**config.mk**
```make
export PLATFORM = sky130hd
export DESIGN_NAME = pulse_pileup_rejector_unit
export DESIGN_NICKNAME = d
export VERILOG_FILES = /design/src/design/pprej_pkg.sv /design/src/design/pprej_cfg.sv /design/src/design/pprej_core.sv /design/src/design/pulse_pileup_rejector_unit.sv
export SDC_FILE = /design/constraint.sdc
export NUM_CORES = 1
export LEC_CHECK = 0
export BUFFER_PORTS_ARGS = -buffer_cell sky130_fd_sc_hd__buf_2
export CAP_MARGIN = 15
export CORE_MARGIN = 2
export CORE_UTILIZATION = 35
export CTS_CLUSTER_DIAMETER = 60
export CTS_CLUSTER_SIZE = 30
export DETAILED_ROUTE_END_ITERATION = 10
export GPL_ROUTABILITY_DRIVEN = 0
export PLACE_DENSITY = 0.53
export SLEW_MARGIN = 20
export SYNTH_ARGS = -nofsm -noshare
export SYNTH_HDL_FRONTEND = slang
export SYNTH_SLANG_ARGS = --single-unit
```
**constraint.sdc**
```tcl
create_clock -name clk -period 19.01 [get_ports clk]
set_input_delay 3.802 -clock clk [delete_from_list [all_inputs] [get_ports clk]]
set_output_delay 3.802 -clock clk [all_outputs]
set_load 0.01 [all_outputs]
```
**src/design/pprej_pkg.sv**
```systemverilog
// ----------------------------------------------------------------------------
// pprej_pkg
// Shared codes and types for the pulse pileup rejector: operating modes,
// window phases, register indexes and the control group passed to the core.
// ----------------------------------------------------------------------------
package pprej_pkg;

    // Operating modes; the fourth code of the mode register emits and rejects nothing.
    localparam logic [1:0] MODE_PASS   = 2'd0;
    localparam logic [1:0] MODE_SINGLE = 2'd1;
    localparam logic [1:0] MODE_DOUBLE = 2'd2;

    // Window phases used in double-pulse mode.
    localparam logic [1:0] PH_IDLE = 2'd0;
    localparam logic [1:0] PH_WAIT = 2'd1;
    localparam logic [1:0] PH_TAIL = 2'd2;

    // Register indexes, taken from paddr[3:2].
    localparam logic [1:0] REG_MODE          = 2'd0;
    localparam logic [1:0] REG_INHIBIT_TIME  = 2'd1;
    localparam logic [1:0] REG_DOUBLE_WINDOW = 2'd2;
    localparam logic [1:0] REG_RETRIGGER     = 2'd3;

    localparam int unsigned APB_DATA_W = 32;
    localparam int unsigned APB_ADDR_W = 4;

    typedef struct packed {
        logic [1:0] mode;
        logic       retrigger;
    } ctrl_t;

endpackage

```
**src/design/pprej_cfg.sv**
```systemverilog
// ----------------------------------------------------------------------------
// pprej_cfg
// Configuration register file behind an APB-style port. pready is always
// high; reads return the stored register values.
// ----------------------------------------------------------------------------
module pprej_cfg
    import pprej_pkg::*;
#(
    parameter int TIMER_WIDTH = 24
)
(
    input  logic                   clk,
    input  logic                   rst_n,
    input  logic                   psel,
    input  logic                   penable,
    input  logic                   pwrite,
    input  logic [APB_ADDR_W-1:0]  paddr,
    input  logic [APB_DATA_W-1:0]  pwdata,
    output logic [APB_DATA_W-1:0]  prdata,
    output logic                   pready,
    output ctrl_t                  ctrl,
    output logic [TIMER_WIDTH-1:0] inhibit_time,
    output logic [TIMER_WIDTH-1:0] double_window
);

    logic [1:0]             mode_reg;
    logic                   retrigger_reg;
    logic [TIMER_WIDTH-1:0] inhibit_time_reg;
    logic [TIMER_WIDTH-1:0] double_window_reg;
    logic                   wr_en;
    logic [1:0]             reg_idx;

    assign pready  = 1'b1;
    assign wr_en   = psel & penable & pwrite;
    assign reg_idx = paddr[3:2];

    always_ff @(posedge clk or negedge rst_n)
    begin
        if (!rst_n)
        begin
            mode_reg          <= MODE_PASS;
            retrigger_reg     <= 1'b0;
            inhibit_time_reg  <= '0;
            double_window_reg <= '0;
        end
        else if (wr_en)
        begin
            unique case (reg_idx)
                REG_MODE:          mode_reg          <= pwdata[1:0];
                REG_INHIBIT_TIME:  inhibit_time_reg  <= pwdata[TIMER_WIDTH-1:0];
                REG_DOUBLE_WINDOW: double_window_reg <= pwdata[TIMER_WIDTH-1:0];
                REG_RETRIGGER:     retrigger_reg     <= pwdata[0];
                default:           mode_reg          <= mode_reg;
            endcase
        end
    end

    always_comb
    begin
        prdata = '0;
        unique case (reg_idx)
            REG_MODE:          prdata = APB_DATA_W'(mode_reg);
            REG_INHIBIT_TIME:  prdata = APB_DATA_W'(inhibit_time_reg);
            REG_DOUBLE_WINDOW: prdata = APB_DATA_W'(double_window_reg);
            REG_RETRIGGER:     prdata = APB_DATA_W'(retrigger_reg);
            default:           prdata = '0;
        endcase
    end

    assign ctrl.mode      = mode_reg;
    assign ctrl.retrigger = retrigger_reg;
    assign inhibit_time   = inhibit_time_reg;
    assign double_window  = double_window_reg;

endmodule

```
**src/design/pprej_core.sv**
```systemverilog
// ----------------------------------------------------------------------------
// pprej_core
// Edge detection, inhibit and double-pulse windows and statistics counters.
// State advances once for every step. Sample, valid and inhibit results are
// combinational; flags and counters are registered; the top level captures all.
// ----------------------------------------------------------------------------
module pprej_core
    import pprej_pkg::*;
#(
    parameter int SAMPLE_WIDTH = 16,
    parameter int STAT_WIDTH   = 32,
    parameter int TIMER_WIDTH  = 24
)
(
    input  logic                    clk,
    input  logic                    rst_n,
    input  logic                    step,
    input  logic [SAMPLE_WIDTH-1:0] sample,
    input  logic                    sample_valid,
    input  logic                    clear_stats,
    input  ctrl_t                   ctrl,
    input  logic [TIMER_WIDTH-1:0]  inhibit_time,
    input  logic [TIMER_WIDTH-1:0]  double_window,
    output logic [SAMPLE_WIDTH-1:0] out_sample,
    output logic                    out_valid,
    output logic                    inhibit_active,
    output logic                    reject_flag,
    output logic                    double_reject_flag,
    output logic [STAT_WIDTH-1:0]   input_count,
    output logic [STAT_WIDTH-1:0]   output_count,
    output logic [STAT_WIDTH-1:0]   reject_count,
    output logic [STAT_WIDTH-1:0]   double_count
);

    logic [TIMER_WIDTH-1:0]  single_cd_reg, single_cd_next;
    logic [TIMER_WIDTH-1:0]  tail_cd_reg, tail_cd_next;
    logic [TIMER_WIDTH-1:0]  double_cd_reg, double_cd_next;
    logic [SAMPLE_WIDTH-1:0] cached_reg, cached_next;
    logic [SAMPLE_WIDTH-1:0] held_reg, held_next;
    logic                    prev_lvl_reg;
    logic [1:0]              phase_reg, phase_next;
    logic                    pend_rej_reg, pend_rej_next;
    logic                    pend_dbl_reg, pend_dbl_next;
    logic [STAT_WIDTH-1:0]   in_cnt_reg, in_cnt_next;
    logic [STAT_WIDTH-1:0]   out_cnt_reg, out_cnt_next;
    logic [STAT_WIDTH-1:0]   rej_cnt_reg, rej_cnt_next;
    logic [STAT_WIDTH-1:0]   dbl_cnt_reg, dbl_cnt_next;
    logic                    edge_det;
    logic                    emit;
    logic                    inh;
    logic                    rej_inc;
    logic                    dbl_inc;
    logic                    tail_nz;
    logic [TIMER_WIDTH-1:0]  tail_dec;

    assign edge_det = sample_valid & ~prev_lvl_reg;
    assign tail_nz  = (tail_cd_reg != '0);
    // Saturating decrement of the tail countdown.
    assign tail_dec = tail_nz ? tail_cd_reg - 1'b1 : tail_cd_reg;

    always_comb
    begin
        single_cd_next = single_cd_reg;
        tail_cd_next   = tail_cd_reg;
        double_cd_next = double_cd_reg;
        cached_next    = cached_reg;
        held_next      = held_reg;
        phase_next     = phase_reg;
        emit           = 1'b0;
        inh            = 1'b0;
        rej_inc        = 1'b0;
        dbl_inc        = 1'b0;

        unique case (ctrl.mode)
            MODE_PASS:
            begin
                held_next  = sample;
                emit       = edge_det;
                phase_next = PH_IDLE;
            end
            MODE_SINGLE:
            begin
                if (single_cd_reg != '0)
                begin
                    inh = 1'b1;
                    if (edge_det)
                    begin
                        rej_inc        = 1'b1;
                        single_cd_next = ctrl.retrigger ? inhibit_time
                                                        : single_cd_reg - 1'b1;
                    end
                    else
                    begin
                        single_cd_next = single_cd_reg - 1'b1;
                    end
                end
                else if (edge_det)
                begin
                    held_next      = sample;
                    emit           = 1'b1;
                    single_cd_next = inhibit_time;
                end
                phase_next = PH_IDLE;
            end
            MODE_DOUBLE:
            begin
                unique case (phase_reg)
                    PH_IDLE:
                    begin
                        if (edge_det)
                        begin
                            tail_cd_next   = inhibit_time;
                            double_cd_next = double_window;
                            cached_next    = sample;
                            phase_next     = PH_WAIT;
                            inh            = 1'b1;
                        end
                    end
                    PH_WAIT:
                    begin
                        inh = 1'b1;
                        if (edge_det)
                        begin
                            // A second pulse inside the window drops the cached one.
                            if (ctrl.retrigger)
                            begin
                                tail_cd_next = inhibit_time;
                            end
                            else
                            begin
                                tail_cd_next = tail_dec;
                                if (double_cd_reg != '0)
                                begin
                                    double_cd_next = double_cd_reg - 1'b1;
                                end
                            end
                            phase_next = PH_TAIL;
                            dbl_inc    = 1'b1;
                        end
                        else
                        begin
                            if (double_cd_reg != '0)
                            begin
                                double_cd_next = double_cd_reg - 1'b1;
                            end
                            else
                            begin
                                held_next  = cached_reg;
                                emit       = 1'b1;
                                phase_next = PH_TAIL;
                            end
                            tail_cd_next = tail_dec;
                        end
                    end
                    PH_TAIL:
                    begin
                        if (edge_det && ctrl.retrigger)
                        begin
                            inh          = 1'b1;
                            tail_cd_next = inhibit_time;
                        end
                        else if (tail_nz)
                        begin
                            inh          = 1'b1;
                            tail_cd_next = tail_dec;
                        end
                        else
                        begin
                            phase_next = PH_IDLE;
                        end
                        rej_inc = edge_det;
                    end
                    default:
                    begin
                        phase_next = PH_IDLE;
                    end
                endcase
            end
            default:
            begin
                // Unused mode: only the edge detector and input counter run.
                phase_next = phase_reg;
            end
        endcase
    end

    assign pend_rej_next = rej_inc;
    assign pend_dbl_next = dbl_inc;

    // Counters are cleared last, after this step's increments.
    assign in_cnt_next  = clear_stats ? '0 : in_cnt_reg  + STAT_WIDTH'(edge_det);
    assign out_cnt_next = clear_stats ? '0 : out_cnt_reg + STAT_WIDTH'(emit);
    assign rej_cnt_next = clear_stats ? '0 : rej_cnt_reg + STAT_WIDTH'(rej_inc);
    assign dbl_cnt_next = clear_stats ? '0 : dbl_cnt_reg + STAT_WIDTH'(dbl_inc);

    always_ff @(posedge clk or negedge rst_n)
    begin
        if (!rst_n)
        begin
            single_cd_reg <= '0;
            tail_cd_reg   <= '0;
            double_cd_reg <= '0;
            cached_reg    <= '0;
            held_reg      <= '0;
            prev_lvl_reg  <= 1'b0;
            phase_reg     <= PH_IDLE;
            pend_rej_reg  <= 1'b0;
            pend_dbl_reg  <= 1'b0;
            in_cnt_reg    <= '0;
            out_cnt_reg   <= '0;
            rej_cnt_reg   <= '0;
            dbl_cnt_reg   <= '0;
        end
        else if (step)
        begin
            single_cd_reg <= single_cd_next;
            tail_cd_reg   <= tail_cd_next;
            double_cd_reg <= double_cd_next;
            cached_reg    <= cached_next;
            held_reg      <= held_next;
            prev_lvl_reg  <= sample_valid;
            phase_reg     <= phase_next;
            pend_rej_reg  <= pend_rej_next;
            pend_dbl_reg  <= pend_dbl_next;
            in_cnt_reg    <= in_cnt_next;
            out_cnt_reg   <= out_cnt_next;
            rej_cnt_reg   <= rej_cnt_next;
            dbl_cnt_reg   <= dbl_cnt_next;
        end
    end

    assign out_sample         = held_next;
    assign out_valid          = emit;
    assign inhibit_active     = inh;
    assign reject_flag        = pend_rej_reg;
    assign double_reject_flag = pend_dbl_reg;
    assign input_count        = in_cnt_reg;
    assign output_count       = out_cnt_reg;
    assign reject_count       = rej_cnt_reg;
    assign double_count       = dbl_cnt_reg;

endmodule

```
**src/design/pulse_pileup_rejector_unit.sv**
```systemverilog
// ----------------------------------------------------------------------------
// pulse_pileup_rejector_unit
// Pileup rejector for a digitizer event stream with an inhibit window and a
// double-pulse window, plus four wrapping statistics counters.
//
// Channel   Direction  Handshake           Contents
// s_axis    in         s_tvalid/s_tready   one sample clock: sample and flags
// m_axis    out        m_tvalid/m_tready   one result for each input item
// apb       in         psel/penable        mode, timers, retrigger
//
// An accepted item passes through the input register, then through the window
// logic into the output register. One item is accepted every cycle while the
// output side keeps up; a stalled output holds its result and the input
// register, and s_tready drops only when both are full. Reset clears the
// window state, the counters, the configuration registers and both valid
// flags; the data registers are not reset.
// ----------------------------------------------------------------------------
module pulse_pileup_rejector_unit
    import pprej_pkg::*;
#(
    parameter int SAMPLE_WIDTH = 16,
    parameter int STAT_WIDTH   = 32,
    parameter int TIMER_WIDTH  = 24,
    localparam int IN_W        = SAMPLE_WIDTH + 2,
    localparam int IN_TDATA_W  = ((IN_W + 7) / 8) * 8,
    localparam int OUT_W       = SAMPLE_WIDTH + 4 + 4 * STAT_WIDTH,
    localparam int OUT_TDATA_W = ((OUT_W + 7) / 8) * 8
)
(
    input  logic                   clk,
    input  logic                   rst_n,
    input  logic                   s_tvalid,
    output logic                   s_tready,
    // sample, sample_valid, clear_stats, zero fill
    input  logic [IN_TDATA_W-1:0]  s_tdata,
    output logic                   m_tvalid,
    input  logic                   m_tready,
    // out_sample, out_valid, inhibit_active, reject_flag, double_reject_flag,
    // input_count, output_count, reject_count, double_count, zero fill
    output logic [OUT_TDATA_W-1:0] m_tdata,
    input  logic                   psel,
    input  logic                   penable,
    input  logic                   pwrite,
    input  logic [APB_ADDR_W-1:0]  paddr,
    input  logic [APB_DATA_W-1:0]  pwdata,
    output logic [APB_DATA_W-1:0]  prdata,
    output logic                   pready
);

    ctrl_t                   ctrl;
    logic [TIMER_WIDTH-1:0]  inhibit_time;
    logic [TIMER_WIDTH-1:0]  double_window;

    logic                    in_vld_reg;
    logic [SAMPLE_WIDTH-1:0] in_smp_reg;
    logic                    in_lvl_reg;
    logic                    in_clr_reg;
    logic                    out_vld_reg;
    logic [OUT_TDATA_W-1:0]  out_data_reg, out_data_next;
    logic                    advance;

    logic [SAMPLE_WIDTH-1:0] res_sample;
    logic                    res_valid;
    logic                    res_inh;
    logic                    res_rej;
    logic                    res_dbl;
    logic [STAT_WIDTH-1:0]   res_in_cnt;
    logic [STAT_WIDTH-1:0]   res_out_cnt;
    logic [STAT_WIDTH-1:0]   res_rej_cnt;
    logic [STAT_WIDTH-1:0]   res_dbl_cnt;

    // The held item moves on when the output register is free or being read.
    assign advance  = in_vld_reg & (~out_vld_reg | m_tready);
    assign s_tready = ~in_vld_reg | advance;

    always_ff @(posedge clk or negedge rst_n)
    begin
        if (!rst_n)
        begin
            in_vld_reg <= 1'b0;
        end
        else if (s_tready)
        begin
            in_vld_reg <= s_tvalid;
        end
    end

    always_ff @(posedge clk)
    begin
        if (s_tready && s_tvalid)
        begin
            in_smp_reg <= s_tdata[SAMPLE_WIDTH-1:0];
            in_lvl_reg <= s_tdata[SAMPLE_WIDTH];
            in_clr_reg <= s_tdata[SAMPLE_WIDTH+1];
        end
    end

    pprej_cfg #(
        .TIMER_WIDTH (TIMER_WIDTH)
    ) u_cfg (
        .clk           (clk),
        .rst_n         (rst_n),
        .psel          (psel),
        .penable       (penable),
        .pwrite        (pwrite),
        .paddr         (paddr),
        .pwdata        (pwdata),
        .prdata        (prdata),
        .pready        (pready),
        .ctrl          (ctrl),
        .inhibit_time  (inhibit_time),
        .double_window (double_window)
    );

    pprej_core #(
        .SAMPLE_WIDTH (SAMPLE_WIDTH),
        .STAT_WIDTH   (STAT_WIDTH),
        .TIMER_WIDTH  (TIMER_WIDTH)
    ) u_core (
        .clk                (clk),
        .rst_n              (rst_n),
        .step               (advance),
        .sample             (in_smp_reg),
        .sample_valid       (in_lvl_reg),
        .clear_stats        (in_clr_reg),
        .ctrl               (ctrl),
        .inhibit_time       (inhibit_time),
        .double_window      (double_window),
        .out_sample         (res_sample),
        .out_valid          (res_valid),
        .inhibit_active     (res_inh),
        .reject_flag        (res_rej),
        .double_reject_flag (res_dbl),
        .input_count        (res_in_cnt),
        .output_count       (res_out_cnt),
        .reject_count       (res_rej_cnt),
        .double_count       (res_dbl_cnt)
    );

    always_comb
    begin
        out_data_next = '0;
        out_data_next[OUT_W-1:0] = {res_dbl_cnt, res_rej_cnt, res_out_cnt, res_in_cnt,
                                    res_dbl, res_rej, res_inh, res_valid, res_sample};
    end

    always_ff @(posedge clk or negedge rst_n)
    begin
        if (!rst_n)
        begin
            out_vld_reg <= 1'b0;
        end
        else if (advance)
        begin
            out_vld_reg <= 1'b1;
        end
        else if (m_tready)
        begin
            out_vld_reg <= 1'b0;
        end
    end

    always_ff @(posedge clk)
    begin
        if (advance)
        begin
            out_data_reg <= out_data_next;
        end
    end

    assign m_tvalid = out_vld_reg;
    assign m_tdata  = out_data_reg;

endmodule

```
Word level (Yosys, flattened, before mapping). Index checks and enable logic that the tools add are counted.

Bits in registers: 456. Input port bits: 67. Logic and storage cells: 127.

Add/sub/neg operators: 7. Eq/ne operators: 14. Muxes and demuxes: 51. Bitwise operators: 9. Reductions and logical operators: 23.

Operator list (count): two-way mux 24 bit (13); adder 32 x 1 -> 32 bit (4); two-way mux 32 bit (4); case mux 32 bit (4 select lines) (1); two-way mux 16 bit (5); case mux 24 bit (3 select lines) (1); nonzero test 24 bit (3); subtractor 24 x 1 -> 24 bit (second input constant) (3); case mux 16 bit (3 select lines) (1); case mux 24 bit (2 select lines) (1); two-way mux 1 bit (14); two-way mux 2 bit (5); AND reduction 5 bit (2); != test 3 bit (second input constant) (3); equality test 2 bit (second input constant) (4); AND reduction 2 bit (4); nonzero test 2 bit (4); equality test 2 x 1 -> 1 bit (second input constant) (3); zero test 2 bit (3); case mux 1 bit (3 select lines) (2); case mux 2 bit (3 select lines) (1); AND reduction 6 bit (1); AND 1 bit (4); != test 4 x 3 -> 1 bit (second input constant) (1); 12 further kinds (17).

Longest topological paths before layout. Gate-level depths: netlist of run 1.

Word-level depth: 7. Gate-level depth with buffers: 16. Depth with buffers taken out: 15.

Modules after synthesis. A second synthesis of run 1 with hierarchy kept.

Cells, all modules: 1882. Area total of the unflattened synthesis: 21175.3 µm².

By module, submodules not included: pprej_core (instances 1, cells an instance 1545, area each 13665.6 µm²); pulse_pileup_rejector_unit (instances 1, cells an instance 179, area each 5122.4 µm²); pprej_cfg (instances 1, cells an instance 158, area each 2387.3 µm²).

Least setup slack after synthesis of run 1. No wires, ideal clock.

Path kind: input to register. Start point: input m_tready. End point: register out_data_reg[0] (netlist: m_tdata[0]) (enable). Setup time: 0.569 ns. Arrival time: 8.951 ns. Data required time: 18.441 ns. Path slack: 9.489 ns. Stages on the path: 6. Buffers on the path: 3. Cells stage by stage: nand2b_1 clkbuf_1 nand2_1 inv_1 clkbuf_1 buf_1.

Word-level cells in the longest chain between the ends: 2.

Ends and longest elaborated chain: start, declared (line pulse_pileup_rejector_unit.sv:37) `input logic m_tready,`; bitwise OR 1 bit (line pulse_pileup_rejector_unit.sv:73) `assign advance = in_vld_reg & (~out_vld_reg | m_tready);`; AND 1 bit (line pulse_pileup_rejector_unit.sv:73); net advance (line pulse_pileup_rejector_unit.sv:60) `logic advance;`; end signal, assigned (line pulse_pileup_rejector_unit.sv:167) `out_data_reg <= out_data_next;`; end, declared (line pulse_pileup_rejector_unit.sv:59) `logic [OUT_TDATA_W-1:0] out_data_reg, out_data_next;`.

The timed path passes the listed nets, and every way through them passes these cells. A chain may end at the register's enable or synchronous reset.

Final worst setup path of run 1.
Start point: input paddr[3]. End point: output prdata[14].

Word-level cells in the longest chain between the ends: 2. Elaborated cells on any way between the ends: 5. Those cells by class: 3 x eq/ne; 1 x mux; 1 x reduce/logical.

Ends and longest elaborated chain: start, declared (line pulse_pileup_rejector_unit.sv:44) `input logic [APB_ADDR_W-1:0] paddr,`; equality test 2 bit, or another cell as far along (line pprej_cfg.sv:61) `unique case (reg_idx)`; case mux 32 bit (4 select lines) * (line pprej_cfg.sv:61); end, declared (line pulse_pileup_rejector_unit.sv:46) `output logic [APB_DATA_W-1:0] prdata,`.

Every way passes the cells marked *; elsewhere a longest branch is shown, timed or not. The select of a mux whose other input is x is not followed.

==> results_dict.tcl, run 1 <==
set metrics [dict create \
    synth_edf_count 166 \
    overflow 0 \
    timing.final.crit_period_ps 8630 \
    synth_compound_area_share_pct 11.6 \
    synth_area_leaders "dfrtp_1 (35%), edfxtp_1 (24%), nor2_1 (3.8%), mux2_2 (3.8%), xor2_1 (2.9%)" \
    syn-cell-area_um2 20800 \
    power_density_nw_per_um2 118 \
    yosysUniqueCellTypes 75 \
    holdCritStartpoint "u_core.reject_flag" \
    postSynthRegisterBits 456 \
    final_cells 2844 \
    layout_setup_ws_ps 10380 \
    routed_wl_um 53800 \
    setup-tns-final_ps 0 \
    rows 89 \
    grt_pass1_vias 14900 \
    r2r-start "u_core.double_cd_reg[9]" \
    viasPerCell 5.37 \
    ys_warn_count 0 \
    postCtsSetupBuffers 0 \
    finalSetupViolCount 0 \
    cts_hold_buf 0 \
    path_class "primary input to output pin" \
    vias 15300 \
    antenna_found_initial 3 \
    tritoncts "built" \
    outcome "complete, no violations" \
    drv_slew 0 \
    largest_reg_flops 148 \
    dpl.cell_count 2771 \
    syn2layout_area_growth_pct 15.6 \
    synthArstFlopShare_pct 63.6 \
    worst-path-max-fanout 22 \
    slowest_stage "buf_4" \
    cts_buffers 39 \
    synthMuxAreaShare_pct 5.06 \
    period_share_pct 45.4 \
    end_kind "output pin" \
    clkLatencyLatePin_ps 580 \
    p_sw_share_pct 33.9 \
    post-place-ws_ps 10350 \
    synth_cells 1842 \
    cts.root.buffer_cell "clkbuf_16" \
    die_y_um 248 \
    drive_gt1_share_pct 20.0 \
    cp-start-kind "primary input" \
    io_pins 254 \
    path_cells "buf_2 > inv_1 > nor2_1 > buf_4 > a22o_1 > buf_2" \
    crit_family "buffers and inverters" \
    grt_pass1_wl_um 84400 \
    drtIter0Drc 993 \
    fp.dieW_um 248 \
    power_frac_seq_pct 48.1 \
    relSlewSlack_pct 29.6 \
    synth-main-ff-cell "dfrtp_1" \
    wl_per_cell_um 18.9 \
    net-switching-power_uw 962 \
    grt_max_degree 91 \
    final_antenna_net_count 0 \
    clkPwrFrac_pct 29.7 \
    core_um2 58800 \
    io_buffers 224 \
    drcViolationCount 0 \
    tightest_slew_ps 1060 \
    synthAdderAreaFrac_pct 1.39 \
    yosys.area_share.simple_pct 16.2 \
    p_int_uw 1880 \
    finClkSkew_ps 35.0 \
    synth-xor-area-share_pct 4.05 \
    path_buf_inv 4 \
    irDropWorstVdd_uv 72.2 \
    synth_top_family_by_area "simple AND/OR/NAND/NOR gates" \
    min_path_type "register to register" \
    startpoint "paddr[3]" \
    grt_usage_pct 17.4 \
    yosysTopAreaCell "dfrtp_1" \
    cts.path.max_buffers 3 \
    cap_violations 0 \
    synth.avg_cell_area_um2 11.3 \
    synth_top_area_share_pct 35.0 \
    cpPeakStageDelay_ps 290 \
    htree_levels 2 \
    start_util_pct 35.3 \
    hpwl_um 36500 \
    arrival_ps 4820 \
    ys_seq_area_share_pct 59.0 \
    cts_sinks 456 \
    path_clk_slew_ps 80 \
    total_power_uw 2840 \
    combPwrFrac_pct 22.2 \
    die_area_um2 61300 \
    path_common_cell "buf_2" \
    hold_viol_final 0 \
    grt_setup_unrepaired "no" \
    timing.fmax_ghz 0.116 \
    power_leakage_uw 0.00992 \
    cts_resized 0 \
    required_ps 15210 \
    drtPass1Iterations 5 \
    final_nets 2129 \
]
synthesized netlist by cell type, drive strengths merged (28+ instances only):
cell type and count:
inv 34, or3 40, and3 28, nand3 68, dfrtp 290, mux2 70
nor3 41, a221o 35, clkbuf 76, nand4 38, nand2 131, nor2 212
xnor2 28, edfxtp 166, xor2 68, a21oi 103, o21ai 89
per-layer routing:
layer / part of all wire [%] / track usage [%] / vias up
li1: - / - / 7144
met1: 45 / 24.1 / 7589
met2: 46 / 27.7 / 435
met3: 5.6 / 3.14 / 89
met4: 2.8 / 5.72 / 2
met5: 0.020 / 0 / -
power by group through the flow:
stage          registers (uW)  clock network, uW  logic, uW
4_1_cts                  1360                870        633
5_1_grt                  1390                910        707
3_5_place_dp             1380                  0        630
3_3_place_gp             1370                  0        615
2_1_floorplan            1330                  0        446
6_report                 1370                843        631
metrics by stage:
stage / hold slack, ps / instance area (um^2) / utilization, %
floorplan: 421 / 20800 / -
global placement: 429 / 22600 / 38.5
detailed placement: 442 / 22600 / 38.5
CTS: 461 / 24000 / 40.8
global route: 479 / 24000 / 40.8
finish: 463 / 24000 / 40.8
path summary, 6_finish.rpt:
path	endpoint	slack [ps]	cells past startpoint
setup / recovery	prdata[14]	10380	6
hold / removal	m_tdata[18]	460	0
setup reg to reg	u_core.output_count[31]	14070	14
hold reg to reg	m_tdata[18]	460	0
max in group asynchronous	u_core.single_cd_reg[15]	13400	3
min in group asynchronous	u_cfg.inhibit_time[1]	3230	1
cells by family after synthesis:
group / count (synthesis)
and+or+nand+nor: 671
DFF: 456
AOI/OAI and AO/OA: 363
buffers and inverters: 136
xor gates and xnor gates: 96
muxes: 95
adders and majority gates: 23
other: 2
worst reg2reg max path: stages (launching register included):
cell	delay, ps
dfrtp_1	470
nor4_2	540
nand3b_1	350
nor3_1	420
buf_4	220
nand4_1	160
o21ai_0	130
nor2b_1	310
ha_1	210
nand2_1	80
or4_1	580
nor3_1	630
nand2_1	210
or3_1	390
a21oi_1	150
cell type report:
type | count | area, um^2
fillers | 5657 | 34800
flip-flops and latches | 456 | 12200
multi-input cells | 1261 | 8010
repair buffers | 246 | 1300
clock buffers | 44 | 1050
well taps | 773 | 967
clock inverters | 28 | 299
inverters | 35 | 136
diodes | 1 | 2.50
layout by cell type (no fill, tap or decap), types with 12 or more instances in the layout:
cell type,count
a21oi_1,103
a221o_1,35
a22o_1,26
a31oi_1,13
and3_1,27
and4_1,13
buf_2,223
buf_4,22
clkbuf_16,41
conb_1,13
dfrtp_1,290
edfxtp_1,166
ha_1,23
inv_1,31
mux2_2,70
mux2i_1,24
nand2_1,131
nand2b_1,12
nand3_1,68
nand4_1,38
nor2_1,210
nor3_1,41
nor4_1,17
o211ai_1,14
o21ai_0,60
o21ai_1,26
o22ai_1,14
or3_1,39
xnor2_1,28
xor2_1,68
Note: power is estimated with default switching activity, not from simulation.
==> run 2, diff against run 1 <==
--- a/config.mk
+++ b/config.mk
@@ -13,7 +13,7 @@
 export CTS_CLUSTER_SIZE = 30
 export DETAILED_ROUTE_END_ITERATION = 10
 export GPL_ROUTABILITY_DRIVEN = 0
-export PLACE_DENSITY = 0.53
+export PLACE_DENSITY = 0.55
 export SLEW_MARGIN = 20
 export SYNTH_ARGS = -nofsm -noshare
 export SYNTH_HDL_FRONTEND = slang
==> constraint.sdc (replaced) <==
create_clock -name clk -period 7.6 [get_ports clk]
set_input_delay 1.52 -clock clk [delete_from_list [all_inputs] [get_ports clk]]
set_output_delay 1.52 -clock clk [all_outputs]
set_load 0.01 [all_outputs]
==> run 2 against run 1 <==
  * Count of clock-buffer cells in the layout stayed put
  * Non-clock buffer count stayed put
  * Clock power grew to 2.7 times the previous value
  * Critical path depth is 8 higher
  * Worst hold slack worse by 15 ps
  * Largest power group unchanged
  * Sequential share of layout area is 0.31 points lower
  * Core utilization is 0.25 points higher
  * Largest cell class unchanged
==> results_dict.tcl, run 2 (synthesis results as in run 1) <==
set metrics [dict create \
    wl_per_cell_um 18.8 \
    hold_viol_final 0 \
    grt_pass1_vias 14600 \
    fin_area_um2 24100 \
    reg2reg_slack_ps 2870 \
    final_nets 2133 \
    tritoncts "built" \
    cp-start-kind "register" \
    power_density_nw_per_um2 301 \
    r2r-start "u_core.double_cd_reg[9]" \
    final_antenna_net_count 0 \
    worstHoldEndpoint "m_tdata[18]" \
    end_kind "register" \
    holdCritStartpoint "u_core.reject_flag" \
    drive_gt1_share_pct 20.2 \
    final_common_cell "dfrtp_1" \
    largest_reg_flops 148 \
    io_buffers 224 \
    cts_resized 0 \
    min_path_type "register to register" \
    die_y_um 248 \
    drcViolationCount 0 \
    overflow 0 \
    routed_wl_um 53500 \
    power_leakage_uw 0.0100 \
    tightest_slew_ps 1110 \
    n_fill_cell 5596 \
    clkLatencyLatePin_ps 580 \
    finClkSkew_ps 34.0 \
    holdPathStages 0 \
    placed_cell_area_um2 22700 \
    start_util_pct 35.3 \
    irDropWorstVdd_uv 185 \
    drtPass1Iterations 5 \
    io_pins 254 \
    path_clk_slew_ps 90 \
    path_cells "nor4_2 > nand3b_1 > nor3_1 > buf_4 > nand4_1 > o21ai_0 > nor2b_1 > ha_1 > nand2_1 > or4_1 > nor3_1 > nand2_1 > or3_1 > a21oi_1" \
    fin_util_pct 41.1 \
    worst-path-max-fanout 8 \
    grt_setup_unrepaired "no" \
    grt_usage_pct 17.3 \
    hpwl_um 36300 \
    drv_slew 0 \
    core_um2 58800 \
    postCtsSetupBuffers 0 \
    period_share_pct 62.2 \
    cts.path.max_buffers 3 \
    vias 15300 \
    fp.dieW_um 248 \
    htree_levels 2 \
    rows 89 \
    antenna_found_initial 2 \
    required_ps 8100 \
    mostFrequentLayoutCells "dfrtp_1 (290), buf_2 (223), nor2_1 (211)" \
    setup-tns-final_ps 0 \
    cts_hold_buf 0 \
    grt_pass1_wl_um 83900 \
    cts.root.buffer_cell "clkbuf_16" \
    arrival_ps 5230 \
    timing.final.crit_period_ps 4730 \
    grt_max_degree 159 \
    path_class "register to register" \
    outcome "complete, no violations" \
    relSlewSlack_pct 26.0 \
    syn2layout_area_growth_pct 16.3 \
    cts_buffers 43 \
    rr_worst_depth 14 \
    cap_violations 0 \
    slowest_stage "nor3_1" \
    timing.fmax_ghz 0.212 \
    drtIter0Drc 974 \
    cts_sinks 456 \
    viasPerCell 5.37 \
    total_power_uw 7270 \
    n_antenna_cell 0 \
    rr_endpoint "u_core.output_count[31]" \
    die_area_um2 61300 \
    cpPeakStageDelay_ps 590 \
    finalSetupViolCount 0 \
]
## run 2: changes by cell type in the layout (fill, tap and decap cells not counted), sizes merged
cell,previous run,this run
diode,1,0
inv,46,54
clkinv,7,11
clkinvlp,9,3
## run 2: worst max path at each step
stage / to / cells past startpoint / slack (ps) / start
finish: u_core.output_count[31] / 14 / 2870 / u_core.double_cd_reg[9]
global route: u_core.output_count[31] / 14 / 2420 / u_core.double_cd_reg[9]
CTS: u_core.output_count[31] / 15 / 2920 / u_core.single_cd_reg[0]
detailed placement: u_core.output_count[31] / 14 / 2940 / u_core.double_cd_reg[9]
global placement: u_core.output_count[31] / 14 / 2910 / u_core.double_cd_reg[9]
floorplan: m_tdata[0] / 6 / 360 / m_tready
## run 2: power breakdown
group          switching [uW]  internal, uW  total, uW
logic                     943           641       1580
registers                 440          2980       3420
clock network            1110          1160       2270
## run 2: metal layers
metal | part of all wire, % | global-route usage [%] | vias to the layer above
li1 | - | - | 7147
met1 | 46 | 24.6 | 7678
met2 | 46 | 27.4 | 390
met3 | 5.4 | 3.09 | 78
met4 | 1.8 | 4.31 | 4
met5 | 0.049 | 0 | -
## run 2: stage by stage
stage	instances	hold slack (ps)	worst slack, ps
after floorplan	1853	421	361
after global placement	2771	433	2910
after detailed placement	2771	436	2940
after CTS	2849	454	2920
after global routing	2849	474	2420
final	2849	449	2870
## run 2: final cells by class
| type | instances | area (um^2) | area share [%] |
|---|---|---|---|
| Sequential cell | 456 | 12200 | 50.7 |
| Tap cell | 773 | 967 | 4.01 |
| Timing Repair Buffer | 246 | 1310 | 5.42 |
| Clock buffer | 44 | 1080 | 4.47 |
| Inverter | 35 | 136 | 0.565 |
| Multi-Input combinational cell | 1261 | 8000 | 33.1 |
| Clock inverter | 34 | 412 | 1.70 |
## run 2: critical path, delay by kind of cell (launching register included)
| kind | cells | cell delay [ps] |
|---|---|---|
| compound gates | 2 | 270 |
| flops | 1 | 470 |
| buf+inv | 1 | 220 |
| fa+ha+maj | 1 | 210 |
| simple gates | 10 | 3500 |
